<file path="config.mk">
export PLATFORM = sky130hd
export DESIGN_NAME = sensor_frame_deframer_flat
export DESIGN_NICKNAME = d
export VERILOG_FILES = /design/src/hw/rtl/sfd_pkg.sv /design/src/hw/rtl/sfd_if.sv /design/src/hw/rtl/sensor_frame_deframer.sv /design/src/hw/rtl/sfd_ram.sv /design/src/flat_wrapper.sv
export VERILOG_INCLUDE_DIRS = /design/src /design/src/hw/rtl
export SDC_FILE = /design/constraint.sdc
export NUM_CORES = 1
export LEC_CHECK = 0
export BUFFER_PORTS_ARGS = -buffer_cell sky130_fd_sc_hd__buf_2
export CAP_MARGIN = 20
export CORE_ASPECT_RATIO = 1.4
export CORE_MARGIN = 2
export CORE_UTILIZATION = 30
export DETAILED_ROUTE_END_ITERATION = 16
export PLACE_DENSITY = 0.42
export SYNTH_ARGS = -nofsm -noshare
export SYNTH_HDL_FRONTEND = slang
export SYNTH_SLANG_ARGS = --single-unit
export TNS_END_PERCENT = 100
</file>
<file path="constraint.sdc">
create_clock -name clk -period 7.3 [get_ports clk]
set_input_delay 0.365 -clock clk [delete_from_list [all_inputs] [get_ports clk]]
set_output_delay 0.365 -clock clk [all_outputs]
set_load 0.005 [all_outputs]
</file>
<file path="src/hw/rtl/sensor_frame_deframer_assert.svh">
// Assertion macros for the sensor frame deframer RTL.
// Each macro expects signals named clk and rst in the scope where it is used.
`ifndef SENSOR_FRAME_DEFRAMER_ASSERT_SVH
`define SENSOR_FRAME_DEFRAMER_ASSERT_SVH

// Same-cycle implication, checked outside reset
`define SFD_ASSERT_IMPLIES(lbl, ante, cons) \
  lbl: assert property (@(posedge clk) disable iff (rst) (ante) |-> (cons)) \
    else $error("sfd assertion failed");

// Next-cycle implication, checked outside reset
`define SFD_ASSERT_NEXT(lbl, ante, cons) \
  lbl: assert property (@(posedge clk) disable iff (rst) (ante) |=> (cons)) \
    else $error("sfd assertion failed");

`endif

</file>
<file path="src/hw/rtl/sfd_pkg.sv">
`timescale 1ns / 1ps
// Shared constants and helpers for the sensor frame deframer.
// No dependencies; used by the top level, the checker and the testbench.
package sfd_pkg;

  localparam int MAX_PAYLOAD = 64;
  localparam int CNT_W       = $clog2(MAX_PAYLOAD + 1);
  localparam int ADDR_W      = $clog2(MAX_PAYLOAD);

  localparam int CFG_IDX_W  = 2;
  localparam int CFG_DATA_W = 16;

  localparam logic [CFG_IDX_W-1:0] CFG_HEADER      = 2'd0;
  localparam logic [CFG_IDX_W-1:0] CFG_REPORT_ID   = 2'd1;
  localparam logic [CFG_IDX_W-1:0] CFG_RANGE_LIMIT = 2'd2;
  localparam logic [CFG_IDX_W-1:0] CFG_QUAL_FLOOR  = 2'd3;

  localparam logic [7:0]  HEADER_RST      = 8'hEF;
  localparam logic [7:0]  REPORT_ID_RST   = 8'h51;
  localparam logic [15:0] RANGE_LIMIT_RST = 16'd8000;
  localparam logic [7:0]  QUAL_FLOOR_RST  = 8'd15;

  // range report layout (payload byte positions)
  localparam int REPORT_LEN = 20;
  localparam int DIST_POS   = 4;
  localparam int FX_POS     = 12;
  localparam int FY_POS     = 14;
  localparam int QUAL_POS   = 16;
  // payload reads trail the write pointer by this many bytes
  localparam int READ_LAG   = 2;

  function automatic logic rep_byte_wanted(input logic [CNT_W-1:0] pos);
    return ((pos >= CNT_W'(DIST_POS)) && (pos < CNT_W'(DIST_POS + 4))) ||
           ((pos >= CNT_W'(FX_POS)) && (pos <= CNT_W'(QUAL_POS)));
  endfunction

endpackage

</file>
<file path="src/hw/rtl/sfd_if.sv">
`timescale 1ns / 1ps
// Valid/ready channel interfaces for the sensor frame deframer.
// Does not depend on sfd_pkg.
interface sfd_in_if;
  logic       valid;
  logic       ready;
  logic [7:0] rx_byte;

  modport source (output valid, output rx_byte, input ready);
  modport sink   (input valid, input rx_byte, output ready);
endinterface

interface sfd_out_if;
  logic               valid;
  logic               ready;
  logic [7:0]         device_id;
  logic [7:0]         system_id;
  logic [7:0]         message_id;
  logic [7:0]         sequence_res;
  logic [6:0]         payload_length;
  logic               is_range_report;
  logic [31:0]        distance_mm;
  logic signed [15:0] flow_x;
  logic signed [15:0] flow_y;
  logic [7:0]         flow_qual;
  logic               distance_valid;
  logic               flow_usable;

  modport source (output valid, output device_id, output system_id, output message_id,
                  output sequence_res, output payload_length, output is_range_report,
                  output distance_mm, output flow_x, output flow_y, output flow_qual,
                  output distance_valid, output flow_usable, input ready);
  modport sink   (input valid, input device_id, input system_id, input message_id,
                  input sequence_res, input payload_length, input is_range_report,
                  input distance_mm, input flow_x, input flow_y, input flow_qual,
                  input distance_valid, input flow_usable, output ready);
endinterface

</file>
<file path="src/hw/rtl/sensor_frame_deframer.sv">
`timescale 1ns / 1ps
// Sensor frame deframer: one byte per cycle; input stalls only while a result waits.
// A result is presented the cycle after a matching checksum byte is accepted.
// The payload RAM takes one write and one read per cycle; report bytes are read back
// two bytes behind the write pointer and captured before the checksum byte arrives.
// Synchronous reset clears the parser, output valid and config to defaults;
// the payload RAM is not cleared.
module sensor_frame_deframer (
  input  logic                          clk,
  input  logic                          rst,
  sfd_in_if.sink                        in_ch,
  sfd_out_if.source                     out_ch,
  input  logic                          cfg_we,
  input  logic [sfd_pkg::CFG_IDX_W-1:0]  cfg_index,
  input  logic [sfd_pkg::CFG_DATA_W-1:0] cfg_data
);
  import sfd_pkg::*;
  `include "sensor_frame_deframer_assert.svh"

  localparam logic [2:0] PH_HEAD    = 3'd0;
  localparam logic [2:0] PH_DEV     = 3'd1;
  localparam logic [2:0] PH_SYS     = 3'd2;
  localparam logic [2:0] PH_MSG     = 3'd3;
  localparam logic [2:0] PH_SEQ     = 3'd4;
  localparam logic [2:0] PH_LEN     = 3'd5;
  localparam logic [2:0] PH_PAYLOAD = 3'd6;
  localparam logic [2:0] PH_CHECK   = 3'd7;

  // configuration
  logic [7:0]  header_value;
  logic [7:0]  report_id;
  logic [15:0] range_limit;
  logic [7:0]  quality_floor;

  // parser state
  logic [2:0]       phase;
  logic [7:0]       running_sum;
  logic [CNT_W-1:0] payload_count;
  logic [7:0]       hdr_dev, hdr_sys, hdr_msg, hdr_seq, hdr_len;

  // report bytes gathered from the payload RAM
  logic [31:0]       rep_dist;
  logic [15:0]       rep_fx, rep_fy;
  logic [7:0]        rep_q;
  logic              rd_pend;
  logic [ADDR_W-1:0] rd_slot;

  logic              in_acc;
  logic [7:0]        b;
  logic [7:0]        sum_add;
  logic [CNT_W-1:0]  cnt_inc;
  logic              wr_en, rd_en;
  logic [CNT_W-1:0]  rd_pos;
  logic [7:0]        ram_rdata;
  logic              emit;
  logic              rep, dist_nz, dv, fu;

  assign in_ch.ready = !out_ch.valid || out_ch.ready;
  assign in_acc      = in_ch.valid && in_ch.ready;
  assign b           = in_ch.rx_byte;
  assign sum_add     = running_sum + b;
  assign cnt_inc     = payload_count + CNT_W'(1);

  assign wr_en  = in_acc && (phase == PH_PAYLOAD);
  assign rd_pos = payload_count - CNT_W'(READ_LAG);
  assign rd_en  = wr_en && (payload_count >= CNT_W'(READ_LAG)) && rep_byte_wanted(rd_pos);

  sfd_ram #(.WIDTH(8), .DEPTH(MAX_PAYLOAD)) u_payload_ram (
    .clk   (clk),
    .we    (wr_en),
    .waddr (payload_count[ADDR_W-1:0]),
    .wdata (b),
    .re    (rd_en),
    .raddr (rd_pos[ADDR_W-1:0]),
    .rdata (ram_rdata)
  );

  assign emit    = in_acc && (phase == PH_CHECK) && (b == running_sum);
  assign rep     = (hdr_msg == report_id) && (hdr_len == 8'(REPORT_LEN));
  assign dist_nz = (rep_dist != 32'd0);
  assign dv      = rep && dist_nz && (rep_dist < {16'd0, range_limit});
  assign fu      = rep && dist_nz && (rep_q > quality_floor);

  always_ff @(posedge clk) begin
    if (rst) begin
      header_value  <= HEADER_RST;
      report_id     <= REPORT_ID_RST;
      range_limit   <= RANGE_LIMIT_RST;
      quality_floor <= QUAL_FLOOR_RST;
    end else if (cfg_we) begin
      case (cfg_index)
        CFG_HEADER:      header_value  <= cfg_data[7:0];
        CFG_REPORT_ID:   report_id     <= cfg_data[7:0];
        CFG_RANGE_LIMIT: range_limit   <= cfg_data[15:0];
        CFG_QUAL_FLOOR:  quality_floor <= cfg_data[7:0];
        default: ;
      endcase
    end
  end

  always_ff @(posedge clk) begin
    if (rst) begin
      phase         <= PH_HEAD;
      running_sum   <= 8'd0;
      payload_count <= '0;
    end else if (in_acc) begin
      case (phase)
        PH_HEAD: begin
          if (b == header_value) begin
            running_sum <= b;
            phase       <= PH_DEV;
          end
        end
        PH_DEV, PH_SYS, PH_MSG, PH_SEQ: begin
          running_sum <= sum_add;
          phase       <= phase + 3'd1;
        end
        PH_LEN: begin
          running_sum <= sum_add;
          if (b > 8'(MAX_PAYLOAD)) begin
            phase <= PH_HEAD;
          end else if (b == 8'd0) begin
            phase <= PH_CHECK;
          end else begin
            payload_count <= '0;
            phase         <= PH_PAYLOAD;
          end
        end
        PH_PAYLOAD: begin
          running_sum   <= sum_add;
          payload_count <= cnt_inc;
          if (8'(cnt_inc) >= hdr_len) begin
            phase <= PH_CHECK;
          end
        end
        PH_CHECK: phase <= PH_HEAD;
        default:  phase <= PH_HEAD;
      endcase
    end
  end

  // header byte capture
  always_ff @(posedge clk) begin
    if (in_acc) begin
      case (phase)
        PH_DEV:  hdr_dev <= b;
        PH_SYS:  hdr_sys <= b;
        PH_MSG:  hdr_msg <= b;
        PH_SEQ:  hdr_seq <= b;
        PH_LEN:  hdr_len <= b;
        default: ;
      endcase
    end
  end

  // read-back capture of report bytes, in the cycle after each read
  always_ff @(posedge clk) begin
    if (rst) begin
      rd_pend <= 1'b0;
    end else begin
      rd_pend <= rd_en;
    end
    if (rd_en) begin
      rd_slot <= rd_pos[ADDR_W-1:0];
    end
    if (rd_pend) begin
      case (rd_slot)
        ADDR_W'(DIST_POS):     rep_dist[7:0]   <= ram_rdata;
        ADDR_W'(DIST_POS + 1): rep_dist[15:8]  <= ram_rdata;
        ADDR_W'(DIST_POS + 2): rep_dist[23:16] <= ram_rdata;
        ADDR_W'(DIST_POS + 3): rep_dist[31:24] <= ram_rdata;
        ADDR_W'(FX_POS):       rep_fx[7:0]     <= ram_rdata;
        ADDR_W'(FX_POS + 1):   rep_fx[15:8]    <= ram_rdata;
        ADDR_W'(FY_POS):       rep_fy[7:0]     <= ram_rdata;
        ADDR_W'(FY_POS + 1):   rep_fy[15:8]    <= ram_rdata;
        ADDR_W'(QUAL_POS):     rep_q           <= ram_rdata;
        default: ;
      endcase
    end
  end

  // output register
  always_ff @(posedge clk) begin
    if (rst) begin
      out_ch.valid <= 1'b0;
    end else if (emit) begin
      out_ch.valid <= 1'b1;
    end else if (out_ch.ready) begin
      out_ch.valid <= 1'b0;
    end
    if (emit) begin
      out_ch.device_id       <= hdr_dev;
      out_ch.system_id       <= hdr_sys;
      out_ch.message_id      <= hdr_msg;
      out_ch.sequence_res    <= hdr_seq;
      out_ch.payload_length  <= hdr_len[6:0];
      out_ch.is_range_report <= rep;
      out_ch.distance_mm     <= rep ? rep_dist : 32'd0;
      out_ch.flow_x          <= rep ? $signed(rep_fx) : 16'sd0;
      out_ch.flow_y          <= rep ? $signed(rep_fy) : 16'sd0;
      out_ch.flow_qual       <= rep ? rep_q : 8'd0;
      out_ch.distance_valid  <= dv;
      out_ch.flow_usable     <= fu;
    end
  end

  `SFD_ASSERT_IMPLIES(a_payload_in_bounds, (phase == PH_PAYLOAD),
                      ({1'b0, payload_count} < hdr_len) && (hdr_len <= 8'(MAX_PAYLOAD)))
  `SFD_ASSERT_IMPLIES(a_read_in_frame, rd_pend, (phase == PH_PAYLOAD) || (phase == PH_CHECK))
  `SFD_ASSERT_IMPLIES(a_result_source, $rose(out_ch.valid),
                      $past(in_acc) && ($past(phase) == PH_CHECK))
  `SFD_ASSERT_IMPLIES(a_plain_frame_zero, out_ch.valid && !out_ch.is_range_report,
                      (out_ch.distance_mm == 32'd0) && !out_ch.flow_usable)

endmodule

</file>
<file path="src/hw/rtl/sfd_ram.sv">
`timescale 1ns / 1ps
// Generic simple dual-port RAM: one write port, one read port, registered read.
// No dependencies.
module sfd_ram #(
  parameter int WIDTH = 8,
  parameter int DEPTH = 64
) (
  input  logic                     clk,
  input  logic                     we,
  input  logic [$clog2(DEPTH)-1:0] waddr,
  input  logic [WIDTH-1:0]         wdata,
  input  logic                     re,
  input  logic [$clog2(DEPTH)-1:0] raddr,
  output logic [WIDTH-1:0]         rdata
);

  logic [WIDTH-1:0] mem [DEPTH];

  always_ff @(posedge clk) begin
    if (we) begin
      mem[waddr] <= wdata;
    end
    if (re) begin
      rdata <= mem[raddr];
    end
  end

endmodule

</file>
<file path="src/flat_wrapper.sv">
// flat-port wrapper written by rule: the top's interface ports become plain ports
module sensor_frame_deframer_flat import sfd_pkg::*;
  (clk, rst, cfg_we, cfg_index, cfg_data, in_ch_valid, in_ch_rx_byte, in_ch_ready, out_ch_valid, out_ch_device_id, out_ch_system_id, out_ch_message_id, out_ch_sequence_res, out_ch_payload_length, out_ch_is_range_report, out_ch_distance_mm, out_ch_flow_x, out_ch_flow_y, out_ch_flow_qual, out_ch_distance_valid, out_ch_flow_usable, out_ch_ready);
  sfd_in_if in_ch_i ();
  sfd_out_if out_ch_i ();
  input  logic clk;
  input  logic rst;
  input  logic cfg_we;
  input  logic [sfd_pkg::CFG_IDX_W-1:0] cfg_index;
  input  logic [sfd_pkg::CFG_DATA_W-1:0] cfg_data;
  input wire logic [$bits(in_ch_i.valid)-1:0] in_ch_valid;
  input wire logic [$bits(in_ch_i.rx_byte)-1:0] in_ch_rx_byte;
  output wire logic [$bits(in_ch_i.ready)-1:0] in_ch_ready;
  output wire logic [$bits(out_ch_i.valid)-1:0] out_ch_valid;
  output wire logic [$bits(out_ch_i.device_id)-1:0] out_ch_device_id;
  output wire logic [$bits(out_ch_i.system_id)-1:0] out_ch_system_id;
  output wire logic [$bits(out_ch_i.message_id)-1:0] out_ch_message_id;
  output wire logic [$bits(out_ch_i.sequence_res)-1:0] out_ch_sequence_res;
  output wire logic [$bits(out_ch_i.payload_length)-1:0] out_ch_payload_length;
  output wire logic [$bits(out_ch_i.is_range_report)-1:0] out_ch_is_range_report;
  output wire logic [$bits(out_ch_i.distance_mm)-1:0] out_ch_distance_mm;
  output wire logic [$bits(out_ch_i.flow_x)-1:0] out_ch_flow_x;
  output wire logic [$bits(out_ch_i.flow_y)-1:0] out_ch_flow_y;
  output wire logic [$bits(out_ch_i.flow_qual)-1:0] out_ch_flow_qual;
  output wire logic [$bits(out_ch_i.distance_valid)-1:0] out_ch_distance_valid;
  output wire logic [$bits(out_ch_i.flow_usable)-1:0] out_ch_flow_usable;
  input wire logic [$bits(out_ch_i.ready)-1:0] out_ch_ready;
  assign in_ch_i.valid = in_ch_valid;
  assign in_ch_i.rx_byte = in_ch_rx_byte;
  assign in_ch_ready = in_ch_i.ready;
  assign out_ch_valid = out_ch_i.valid;
  assign out_ch_device_id = out_ch_i.device_id;
  assign out_ch_system_id = out_ch_i.system_id;
  assign out_ch_message_id = out_ch_i.message_id;
  assign out_ch_sequence_res = out_ch_i.sequence_res;
  assign out_ch_payload_length = out_ch_i.payload_length;
  assign out_ch_is_range_report = out_ch_i.is_range_report;
  assign out_ch_distance_mm = out_ch_i.distance_mm;
  assign out_ch_flow_x = out_ch_i.flow_x;
  assign out_ch_flow_y = out_ch_i.flow_y;
  assign out_ch_flow_qual = out_ch_i.flow_qual;
  assign out_ch_distance_valid = out_ch_i.distance_valid;
  assign out_ch_flow_usable = out_ch_i.flow_usable;
  assign out_ch_i.ready = out_ch_ready;
  sensor_frame_deframer u_core (.clk(clk), .rst(rst), .in_ch(in_ch_i), .out_ch(out_ch_i), .cfg_we(cfg_we), .cfg_index(cfg_index), .cfg_data(cfg_data));
endmodule
</file>
==> metrics.log, run 1 <==
INFO  metric status = finished clean
INFO  metric path_class = reg -> reg
INFO  metric clk_pin_slew = 0.07 ns
INFO  metric crit_arrival = between 4 and 5 ns
INFO  metric antenna_diode_count = 0
INFO  metric swShare = 21.5%
INFO  metric timing.final.crit_share = 56.8%
INFO  metric num_rows = 141
INFO  metric cts_num_sinks = 812
INFO  metric first_global_vias = 17600
INFO  metric finalHoldViolations = 0
INFO  metric dr_total_vias = 16500
INFO  metric layout_min_cycle_time = ~4.1 ns
INFO  metric postSynthCellCount = 1797
INFO  metric drt_pre_antenna_iters = 5
INFO  metric critPathLaunchType = flip-flop
INFO  metric postSynthRegisterBits = 812
INFO  metric fill_cell_count = around 9900
INFO  metric cts_hold_buffers = 16
INFO  metric yosysTopAreaCellShare = 71.1%
INFO  metric power_frac_clock = 43.2%
INFO  metric coreArea = 105000 µm²
INFO  metric drc = 0
INFO  metric ios = 147
INFO  metric p_total = a little under 10000 µW
INFO  metric finish.net_count = 2084
INFO  metric synth_enable_flop_cells = 752
INFO  metric slew_violations = 0
INFO  metric power_per_cell_area = 264 nW/µm²
INFO  metric vdd_ir_drop_max = 0.162 mV
INFO  metric asyncSetResetFlopFracSynth = 0%
INFO  metric worst_slew_pin_slew = 1.08 ns
INFO  metric syn_nets = 1879
INFO  metric setup_viol = 0
INFO  metric switching_power = 2100 µW
INFO  metric maxClockFrequency = between 200 and 250 MHz
INFO  metric dp.final_hpwl = 57400 µm
INFO  metric syn_area = 31800 µm²
INFO  metric ant_nets = 0
INFO  metric final_common_cell = sky130_fd_sc_hd__edfxtp_1
INFO  metric floorplan.die_area = roughly 110000 µm²
INFO  metric routed_via_density = slightly below 5
INFO  metric clock_tree.root_cell = sky130_fd_sc_hd__clkbuf_16
INFO  metric flow.area_growth_from_synthesis = 16.3%
INFO  metric critPathMaxFanout = 24
INFO  metric pin_count_of_the_biggest_net_entering_global_routing = 85
INFO  metric final_layout_size_suffix_gt1_share = a little over a fifth
INFO  metric dieWidth = 279 µm
INFO  metric numPortBuffers = 146
INFO  metric synth_sequential_area_ratio = 74.8%
INFO  metric detail_route.wirelength = 87200 µm
INFO  metric globalRouteOverflowTotal = 0
INFO  metric combinational_power_share = slightly above 4%
INFO  metric finalWeightedCongestion = approximately 0.8
INFO  metric grt_util_all_layers = 16.1%
INFO  metric grt_setup_unrepaired = false
INFO  metric synth_area_leaders = sky130_fd_sc_hd__edfxtp_1, sky130_fd_sc_hd__mux4_2, sky130_fd_sc_hd__dfxtp_1
INFO  metric dieHeight = 389 µm
INFO  metric worst_hold_path_type = in -> reg
INFO  metric ys_types = 60
INFO  metric cap_violations = 0
INFO  metric req_time_crit_path = 7.85 ns
INFO  metric clock_tree.htree_level_count = 3
INFO  metric worst_skew_pair.late_latency = 0.67 ns
INFO  metric grt_pass1_wl = 126000 µm
INFO  metric synth_top_cell_by_area = sky130_fd_sc_hd__edfxtp_1
INFO  metric floorplan.initialDensity = 30.2%
INFO  metric mostFrequentLayoutCells = sky130_fd_sc_hd__edfxtp_1, sky130_fd_sc_hd__nand2_1, sky130_fd_sc_hd__buf_2
INFO  metric setup-tns-final = 0 ns
INFO  metric internal-power = 7660 µW
INFO  metric endpoint_kind = flip-flop
INFO  metric antenna_violations_before_repair = 3
INFO  metric pwr-share-seq = about 53%
INFO  metric avgRoutedWirePerCell = 25.5 µm
INFO  metric multiInputGateArea = 7460 µm²
INFO  metric slew-limit-headroom = 27.5%
INFO  metric post_cts_resized = 0
INFO  metric synth_flop_cell = sky130_fd_sc_hd__edfxtp_1
INFO  metric synth-warning-count = 0
INFO  metric drtIter0Drc = 1156
INFO  metric power.leakage = 0.0123 µW
INFO  metric tritoncts_clock_tree = built
INFO  metric cts_bufs_inserted = just over 80
INFO  metric clock_tree.buffer_depth = 3
INFO  metric worst_clock_skew = approximately 0.025 ns
INFO  metric seqCellArea = 23800 µm²
INFO  metric synthesis.area_per_instance = 17.7 µm²
INFO  metric post_cts_buffers = 0
-- flip-flops by register name, summed over array words and instances (netlist names), 16 cells and up --
signal                     flops
u_core.out_ch.flow_x          16
u_core.out_ch.flow_y          16
u_core.out_ch.distance_mm     32
u_core.range_limit            16
u_core.u_payload_ram.mem     512
u_core.rep_fx                 16
u_core.rep_dist               32
u_core.rep_fy                 16
-- synthesized netlist by cell type, types with 4 or more instances --
| library cell | number |
|---|---|
| sky130_fd_sc_hd__o211ai_1 | 14 |
| sky130_fd_sc_hd__nor4_1 | 17 |
| sky130_fd_sc_hd__buf_1 | 11 |
| sky130_fd_sc_hd__mux4_2 | 136 |
| sky130_fd_sc_hd__dfxtp_1 | 60 |
| sky130_fd_sc_hd__a21oi_1 | 44 |
| sky130_fd_sc_hd__and3_1 | 7 |
| sky130_fd_sc_hd__nor4b_1 | 4 |
| sky130_fd_sc_hd__a22o_1 | 4 |
| sky130_fd_sc_hd__nand2b_1 | 14 |
| sky130_fd_sc_hd__o21ai_0 | 24 |
| sky130_fd_sc_hd__nor3b_1 | 5 |
| sky130_fd_sc_hd__nor2_1 | 110 |
| sky130_fd_sc_hd__buf_6 | 6 |
| sky130_fd_sc_hd__mux2i_1 | 25 |
| sky130_fd_sc_hd__inv_1 | 50 |
| sky130_fd_sc_hd__nand3_1 | 50 |
| sky130_fd_sc_hd__buf_2 | 15 |
| sky130_fd_sc_hd__xnor2_1 | 12 |
| sky130_fd_sc_hd__nor2b_1 | 8 |
| sky130_fd_sc_hd__xor2_1 | 16 |
| sky130_fd_sc_hd__buf_4 | 6 |
| sky130_fd_sc_hd__a21o_1 | 5 |
| sky130_fd_sc_hd__ha_1 | 50 |
| sky130_fd_sc_hd__and2_1 | 73 |
| sky130_fd_sc_hd__or2_2 | 4 |
| sky130_fd_sc_hd__a211o_1 | 5 |
| sky130_fd_sc_hd__a22oi_1 | 4 |
| sky130_fd_sc_hd__a211oi_1 | 10 |
| sky130_fd_sc_hd__a311oi_1 | 4 |
| sky130_fd_sc_hd__edfxtp_1 | 752 |
| sky130_fd_sc_hd__a31oi_1 | 4 |
| sky130_fd_sc_hd__nand4_1 | 8 |
| sky130_fd_sc_hd__nor3_1 | 32 |
| sky130_fd_sc_hd__nand2_1 | 141 |
| sky130_fd_sc_hd__clkbuf_1 | 33 |
-- layer usage --
metal	global-route usage, %	vias up	part of all wire (%)	wire [µm]
met1	18.4	8532	38	33600
met2	29.8	439	54	47000
met3	2.47	138	3.8	3350
met4	6.79	0	3.8	3310
met5	0	-	0	0
li1	-	7404	-	-
-- worst max-delay path: stages (launching register included) --
cell and delay (ns):
sky130_fd_sc_hd__dfxtp_4 0.58, sky130_fd_sc_hd__clkinv_1 0.12, sky130_fd_sc_hd__buf_4 0.25, sky130_fd_sc_hd__ha_2 0.72, sky130_fd_sc_hd__clkinv_1 0.81, sky130_fd_sc_hd__nor3_1 0.83
sky130_fd_sc_hd__a22o_1 0.26, sky130_fd_sc_hd__nor3_1 0.09, sky130_fd_sc_hd__a211oi_1 0.23, sky130_fd_sc_hd__a211o_1 0.12
-- power by group through the flow --
| stage | Combinational (µW) | Clock [µW] | Sequential, µW |
|---|---|---|---|
| after floorplan | 235 | 0 | 5240 |
| after global placement | 386 | 0 | 5250 |
| after detailed placement | 395 | 0 | 5250 |
| after CTS | 403 | 4350 | 5150 |
| after global routing | 443 | 4500 | 5150 |
| final | 397 | 4220 | 5150 |
-- worst paths after layout --
path | start | endpoint | slack (ns) | cells after the start
setup / recovery | u_core.payload_count[1] | u_core.u_payload_ram.rdata[3] | 3.15 | 9
hold / removal | in_ch_rx_byte[5] | u_core.u_payload_ram.mem[49][5] | 0.07 | 1
setup reg to reg | u_core.payload_count[1] | u_core.u_payload_ram.rdata[3] | 3.15 | 9
hold reg to reg | u_core.hdr_dev[2] | u_core.out_ch.device_id[2] | 0.42 | 0
-- through the flow --
step	cell area, µm²	util, %	hold slack, ns	worst slack (ns)	instances
6_report	37000	35.1	0.0686	3.15	3423
5_1_grt	37000	35.1	0.0561	2.83	3423
4_1_cts	37000	35.1	0.0249	3.15	3423
3_5_place_dp	34100	32.4	0.405	3.14	3261
3_3_place_gp	34100	32.4	0.403	3.34	3260
2_1_floorplan	31800	-	0.400	3.51	1797
-- layout make-up --
class / instances / share of cell area, %
sequential: 812 / 64.4
multi-input combinational: 861 / 20.2
clock buffer: 107 / 6.08
tap: 1358 / 4.60
timing repair buffer: 193 / 3.11
clock inverter: 39 / 1.12
inverter: 53 / 0.545
-- cells by family (layout without fill, tap and decap cells) --
| family | Yosys count | after routing | synth area share (%) |
|---|---|---|---|
| fa+ha+maj | 51 | 51 | 2.03 |
| compound gates | 139 | 139 | 2.88 |
| simple gates | 481 | 481 | 7.27 |
| xor+xnor | 29 | 29 | 0.823 |
| buf+inv | 124 | 392 | 1.74 |
| flops | 812 | 812 | 74.8 |
| mux | 161 | 161 | 10.4 |
Note: power is estimated with default switching activity, not from simulation.
==> run 2: changes to the inputs <==
Clock period 7.3 ns to 4.3 ns, I/O delays scaled along.
==> metrics.log, run 2 (synthesis gave the netlist of run 1 again) <==
INFO  metric status = finished clean (unchanged)
INFO  metric worst_slack_on_hold_paths = 0.0698 ns (was 0.0686 ns)
INFO  metric critPathMaxFanout = 39 (was 24)
INFO  metric crit_arrival = 3.78 ns (was 4.69 ns)
INFO  metric pin_count_of_the_biggest_net_entering_global_routing = 113 (was 85)
INFO  metric final_common_cell = sky130_fd_sc_hd__edfxtp_1 (unchanged)
INFO  metric top_regs = u_core.u_payload_ram.mem: 512 flops, u_core.out_ch.distance_mm: 32 flops, u_core.rep_dist: 32 flops (unchanged)
INFO  metric cts_num_sinks = 812 (unchanged)
INFO  metric dr_total_vias = 16700 (was 16500)
INFO  metric floorplan.die_area = 109000 µm² (unchanged)
INFO  metric final_layout_size_suffix_gt1_share = 23.5% (was 21.6%)
INFO  metric ant_nets = 0 (unchanged)
INFO  metric setup_viol = 0 (unchanged)
INFO  metric finalWeightedCongestion = 0.808 (was 0.814)
INFO  metric clock_tree.root_cell = sky130_fd_sc_hd__clkbuf_16 (unchanged)
INFO  metric first_global_vias = 18000 (was 17600)
INFO  metric cts_bufs_inserted = 80 (was 81)
INFO  metric dieHeight = 389 µm (unchanged)
INFO  metric grt_setup_unrepaired = false (unchanged)
INFO  metric clock_tree.htree_level_count = 3 (unchanged)
INFO  metric grt_util_all_layers = 16.1% (about the same)
INFO  metric drc = 0 (unchanged)
INFO  metric worst_hold_path_type = in -> reg (unchanged)
INFO  metric floorplan.initialDensity = 30.2% (unchanged)
INFO  metric globalRouteOverflowTotal = 0 (unchanged)
INFO  metric detail_route.wirelength = 86400 µm (was 87200 µm)
INFO  metric largest-register = u_core.u_payload_ram.mem (unchanged)
INFO  metric largest_register_ff_count = 512 (unchanged)
INFO  metric num_rows = 141 (unchanged)
INFO  metric post_cts_resized = 0 (unchanged)
INFO  metric maxClockFrequency = 297 MHz (was 241 MHz)
INFO  metric path_class = reg -> reg (unchanged)
INFO  metric mostFrequentLayoutCells = sky130_fd_sc_hd__edfxtp_1, sky130_fd_sc_hd__nand2_1, sky130_fd_sc_hd__buf_2 (unchanged)
INFO  metric cap_violations = 0 (unchanged)
INFO  metric timing.final.crit_share = 78.3% (was 56.8%)
INFO  metric dp.final_hpwl = 57800 µm (was 57400 µm)
INFO  metric finish.instance_area = 37500 µm² (was 37000 µm²)
INFO  metric power_per_cell_area = 439 nW/µm² (was 264 nW/µm²)
INFO  metric worst_skew_pair.late_latency = 0.66 ns (was 0.67 ns)
INFO  metric req_time_crit_path = 4.71 ns (was 7.85 ns)
INFO  metric antenna_violations_before_repair = 4 (was 3)
INFO  metric drt_pre_antenna_iters = 5 (unchanged)
INFO  metric finalHoldViolations = 0 (unchanged)
INFO  metric endpoint_kind = flip-flop (unchanged)
INFO  metric fill_cell_count = 9875 (was 9857)
INFO  metric clock_tree.buffer_depth = 3 (unchanged)
INFO  metric flow.area_growth_from_synthesis = 18.1% (was 16.3%)
INFO  metric critPathLaunchType = flip-flop (unchanged)
INFO  metric avgRoutedWirePerCell = 24.7 µm (was 25.5 µm)
INFO  metric worst_clock_skew = 0.0292 ns (was 0.0253 ns)
INFO  metric tritoncts_clock_tree = built (unchanged)
INFO  metric postPlaceCellArea = 34700 µm² (was 34100 µm²)
INFO  metric slew_violations = 0 (unchanged)
INFO  metric grt_pass1_wl = 127000 µm (was 126000 µm)
INFO  metric layout_min_cycle_time = 3.36 ns (was 4.15 ns)
INFO  metric dieWidth = 279 µm (unchanged)
INFO  metric worst_slew_pin_slew = 1.04 ns (was 1.08 ns)
INFO  metric ios = 147 (unchanged)
INFO  metric numPortBuffers = 146 (unchanged)
INFO  metric coreArea = 105000 µm² (unchanged)
INFO  metric slew-limit-headroom = 30.5% (was 27.5%)
INFO  metric setup-tns-final = 0 ns (unchanged)
INFO  metric finalWorstSetupSlack = 0.935 ns (was 3.15 ns)
INFO  metric finish.net_count = 2160 (was 2084)
INFO  metric placement.setup.worst_slack = 0.801 ns (was 3.14 ns)
INFO  metric clk_pin_slew = 0.07 ns (about the same)
INFO  metric vdd_ir_drop_max = 0.252 mV (was 0.162 mV)
INFO  metric seqCellArea = 23800 µm² (unchanged)
INFO  metric routed_via_density = 4.78 (was 4.82)
INFO  metric drtIter0Drc = 1299 (was 1156)
INFO  metric multiInputGateArea = 7460 µm² (unchanged)
INFO  metric power.leakage = 0.0126 µW (was 0.0123 µW)
==> run 2: changes by cell type in the layout (fill, tap and decap cells not counted), sizes merged <==
cell,delta
clkinv,+4
clkbuf,-4
buf,+67
diode,+1
bufinv,+1
dlygate4sd3,+10
inv,-1
==> run 2: layout make-up <==
class	count	share of cell area [%]
sequential	812	63.4
multi-input combinational	861	19.9
clock buffer	103	5.76
timing repair buffer	270	4.77
tap	1358	4.53
clock inverter	43	1.14
inverter	53	0.537
antenna	1	0.00667
==> run 2: worst max-delay path, stage by stage, from the launching register on <==
cell and delay [ns]:
sky130_fd_sc_hd__dfxtp_4 0.84, sky130_fd_sc_hd__buf_4 0.74, sky130_fd_sc_hd__mux4_2 0.62, sky130_fd_sc_hd__mux4_2 0.53
sky130_fd_sc_hd__a211o_1 0.31
==> run 2: stage by stage <==
stage               total power [µW]  cells  util, %
finish                         16500   3501     35.6
global route                   17100   3500     35.6
CTS                            16700   3500     35.6
detailed placement              9570   3328     32.9
global placement                9550   3327     32.9
floorplan                       9290   1797        -
==> run 2: worst paths after layout <==
check	from	to	slack [ns]	cells past startpoint
max	u_core.payload_count[0]	u_core.u_payload_ram.rdata[0]	0.94	4
min reg2reg	u_core.hdr_sys[4]	u_core.out_ch.system_id[4]	0.42	0
max reg2reg	u_core.payload_count[0]	u_core.u_payload_ram.rdata[0]	0.94	4
min	cfg_we	u_core.quality_floor[0]	0.07	4
==> run 2: report_power, final <==
group          internal [µW]  total, µW  leakage, µW  switching [µW]
sequential              8690       8740      0.00743            55.7
clock                   4040       7060      0.00126            3010
combinational            215        674      0.00393             459
==> run 2: timing repair <==
item,in CTS,in global routing
endpoints found under the hold margin,88,0
hold buffers,26,0
buffers inserted,0,0
==> run 2: per-layer routing <==
metal / vias to the layer above / track usage, % / wire, µm
met2: 378 / 30.9 / 47900
met3: 126 / 2.37 / 3030
met1: 8682 / 17.8 / 32900
met5: - / 0 / 0
met4: 0 / 5.93 / 2680
li1: 7549 / - / -
==> run 3: changes to the inputs <==
Clock period 4.3 ns to 3.2 ns, I/O delays scaled along.
==> metrics.log, run 3 (synthesis gave the netlist of run 1 again) <==
INFO  metric slew_violations = 0 (unchanged)
INFO  metric critPathLaunchType = flip-flop (unchanged)
INFO  metric worst_hold_path_type = in -> reg (unchanged)
INFO  metric pin_count_of_the_biggest_net_entering_global_routing = 92 (was 113)
INFO  metric dieWidth = 279 µm (unchanged)
INFO  metric drt_pre_antenna_iters = 5 (unchanged)
INFO  metric top_regs = u_core.u_payload_ram.mem: 512 flops, u_core.out_ch.distance_mm: 32 flops, u_core.rep_dist: 32 flops (unchanged)
INFO  metric floorplan.initialDensity = 30.2% (unchanged)
INFO  metric ios = 147 (unchanged)
INFO  metric largest_register_ff_count = 512 (unchanged)
INFO  metric worst_clock_skew = 0.0238 ns (was 0.0292 ns)
INFO  metric tritoncts_clock_tree = built (unchanged)
INFO  metric clk_pin_slew = 0.07 ns (about the same)
INFO  metric fill_cell_count = 9832 (was 9875)
INFO  metric grt_setup_unrepaired = false (unchanged)
INFO  metric clock_tree.buffer_depth = 3 (unchanged)
INFO  metric utilization = 36.1% (was 35.6%)
INFO  metric setup_viol = 0 (unchanged)
INFO  metric avgRoutedWirePerCell = 24.6 µm (was 24.7 µm)
INFO  metric worst_slew_pin_slew = 0.946 ns (was 1.04 ns)
INFO  metric status = finished clean (unchanged)
INFO  metric drtIter0Drc = 1046 (was 1299)
INFO  metric mostFrequentLayoutCells = sky130_fd_sc_hd__edfxtp_1, sky130_fd_sc_hd__buf_4, sky130_fd_sc_hd__nand2_1 (was sky130_fd_sc_hd__edfxtp_1, sky130_fd_sc_hd__nand2_1, sky130_fd_sc_hd__buf_2)
INFO  metric final_cell_count_no_fill = 3559 (was 3501)
INFO  metric numPortBuffers = 146 (unchanged)
INFO  metric cts_bufs_inserted = 80 (unchanged)
INFO  metric worst_slack_on_hold_paths = 0.0436 ns (was 0.0698 ns)
INFO  metric antenna_violations_before_repair = 4 (unchanged)
INFO  metric drc = 0 (unchanged)
INFO  metric floorplan.die_area = 109000 µm² (unchanged)
INFO  metric largest-register = u_core.u_payload_ram.mem (unchanged)
INFO  metric cts_num_sinks = 812 (unchanged)
INFO  metric post_cts_resized = 0 (unchanged)
INFO  metric placed_cells_incl_taps = 3376 (was 3328)
INFO  metric vdd_ir_drop_max = 0.377 mV (was 0.252 mV)
INFO  metric crit_path_cell_trace = buf_12, buf_4, mux4_2, nand2_1, nand3_1, nand3_1, o21ai_0, a211o_1 (was buf_4, mux4_2, mux4_2, a211o_1)
INFO  metric crit_path_frequent_cell = sky130_fd_sc_hd__nand3_1 (was sky130_fd_sc_hd__mux4_2)
INFO  metric post_cts_buffers = 0 (unchanged)
INFO  metric clock_tree.htree_level_count = 3 (unchanged)
INFO  metric final_layout_size_suffix_gt1_share = 25.7% (was 23.5%)
INFO  metric globalRouteOverflowTotal = 0 (unchanged)
INFO  metric endpoint_kind = flip-flop (unchanged)
INFO  metric dp.final_hpwl = 59600 µm (was 57800 µm)
INFO  metric timing.final.crit_share = 89.5% (was 78.3%)
INFO  metric routed_via_density = 4.76 (was 4.78)
INFO  metric slew-limit-headroom = 36.8% (was 30.5%)
INFO  metric flow.area_growth_from_synthesis = 19.8% (was 18.1%)
INFO  metric setup-tns-final = 0 ns (unchanged)
INFO  metric detail_route.wirelength = 87600 µm (was 86400 µm)
INFO  metric layout_min_cycle_time = 2.86 ns (was 3.36 ns)
INFO  metric maxClockFrequency = 349 MHz (was 297 MHz)
INFO  metric clock_tree.root_cell = sky130_fd_sc_hd__clkbuf_16 (unchanged)
INFO  metric placement.setup.worst_slack = 0.256 ns (was 0.801 ns)
INFO  metric cts_hold_buffers = 31 (was 26)
INFO  metric grt_util_all_layers = 16.2% (was 16.1%)
INFO  metric num_rows = 141 (unchanged)
INFO  metric max_stage_delay = 0.68 ns (was 0.84 ns)
INFO  metric coreArea = 105000 µm² (unchanged)
INFO  metric finalHoldViolations = 0 (unchanged)
INFO  metric power.leakage = 0.0129 µW (was 0.0126 µW)
INFO  metric first_global_vias = 18300 (was 18000)
INFO  metric crit_arrival = 3.28 ns (was 3.78 ns)
INFO  metric critical_path_buffers_and_inverters = 2 (was 1)
INFO  metric critPathSlowestCell = sky130_fd_sc_hd__dfxtp_4 (unchanged)
INFO  metric req_time_crit_path = 3.62 ns (was 4.71 ns)
INFO  metric grt_pass1_wl = 127000 µm (about the same)
INFO  metric finalWeightedCongestion = 0.817 (was 0.808)
INFO  metric finish.net_count = 2214 (was 2160)
INFO  metric worst_skew_pair.late_latency = 0.67 ns (was 0.66 ns)
INFO  metric ant_nets = 0 (unchanged)
INFO  metric critPathMaxFanout = 24 (was 39)
INFO  metric finalWorstSetupSlack = 0.337 ns (was 0.935 ns)
INFO  metric power_per_cell_area = 586 nW/µm² (was 439 nW/µm²)
INFO  metric path_class = reg -> reg (unchanged)
INFO  metric dieHeight = 389 µm (unchanged)
INFO  metric cap_violations = 0 (unchanged)
INFO  metric final_common_cell = sky130_fd_sc_hd__edfxtp_1 (unchanged)
INFO  metric dr_total_vias = 16900 (was 16700)
INFO  metric timing.critical_path.max_delay_family = flip-flops (was multiplexers)
## run 3: stage by stage
stage,total power (µW),instance area (µm²)
floorplan,12500,31800
global placement,12800,35100
detailed placement,12900,35100
CTS,22600,38100
global route,23000,38100
finish,22300,38100
## run 3: layer usage
layer | GRT usage (%) | share of wire [%] | vias up
li1 | - | - | 7664
met4 | 7.01 | 3.7 | 0
met2 | 31.1 | 56 | 392
met1 | 17.8 | 38 | 8732
met5 | 0 | 0 | -
met3 | 2.04 | 3.2 | 149
## run 3: layout make-up
type	count	area, µm²	area share [%]
multi-input combinational	861	7460	19.6
clock buffer	94	2090	5.48
timing repair buffer	324	2270	5.98
antenna	1	2.50	0.00657
clock inverter	56	553	1.45
inverter	53	203	0.533
sequential	812	23800	62.5
tap	1358	1700	4.46
## run 3: path summary, 6_finish.rpt
kind	start	slack, ns	to	cells after the start
setup / recovery	u_core.payload_count[0]	0.34	u_core.u_payload_ram.rdata[0]	8
hold reg to reg	u_core.hdr_dev[6]	0.41	u_core.out_ch.device_id[6]	0
hold / removal	rst	0.04	u_core.running_sum[1]	3
setup reg to reg	u_core.payload_count[0]	0.34	u_core.u_payload_ram.rdata[0]	8
## run 3: report_power, final
group,internal (µW),total (µW),switching [µW]
sequential,11700,11700,73.2
clock,5440,9620,4180
combinational,305,923,618
## run 3: worst reg2reg max path: cells and delay by family, from the launching register on
family          cells  cell delay, ns
flops               1            0.68
buf+inv             2            0.56
simple gates        3            0.47
mux                 1            0.50
compound gates      2            0.42
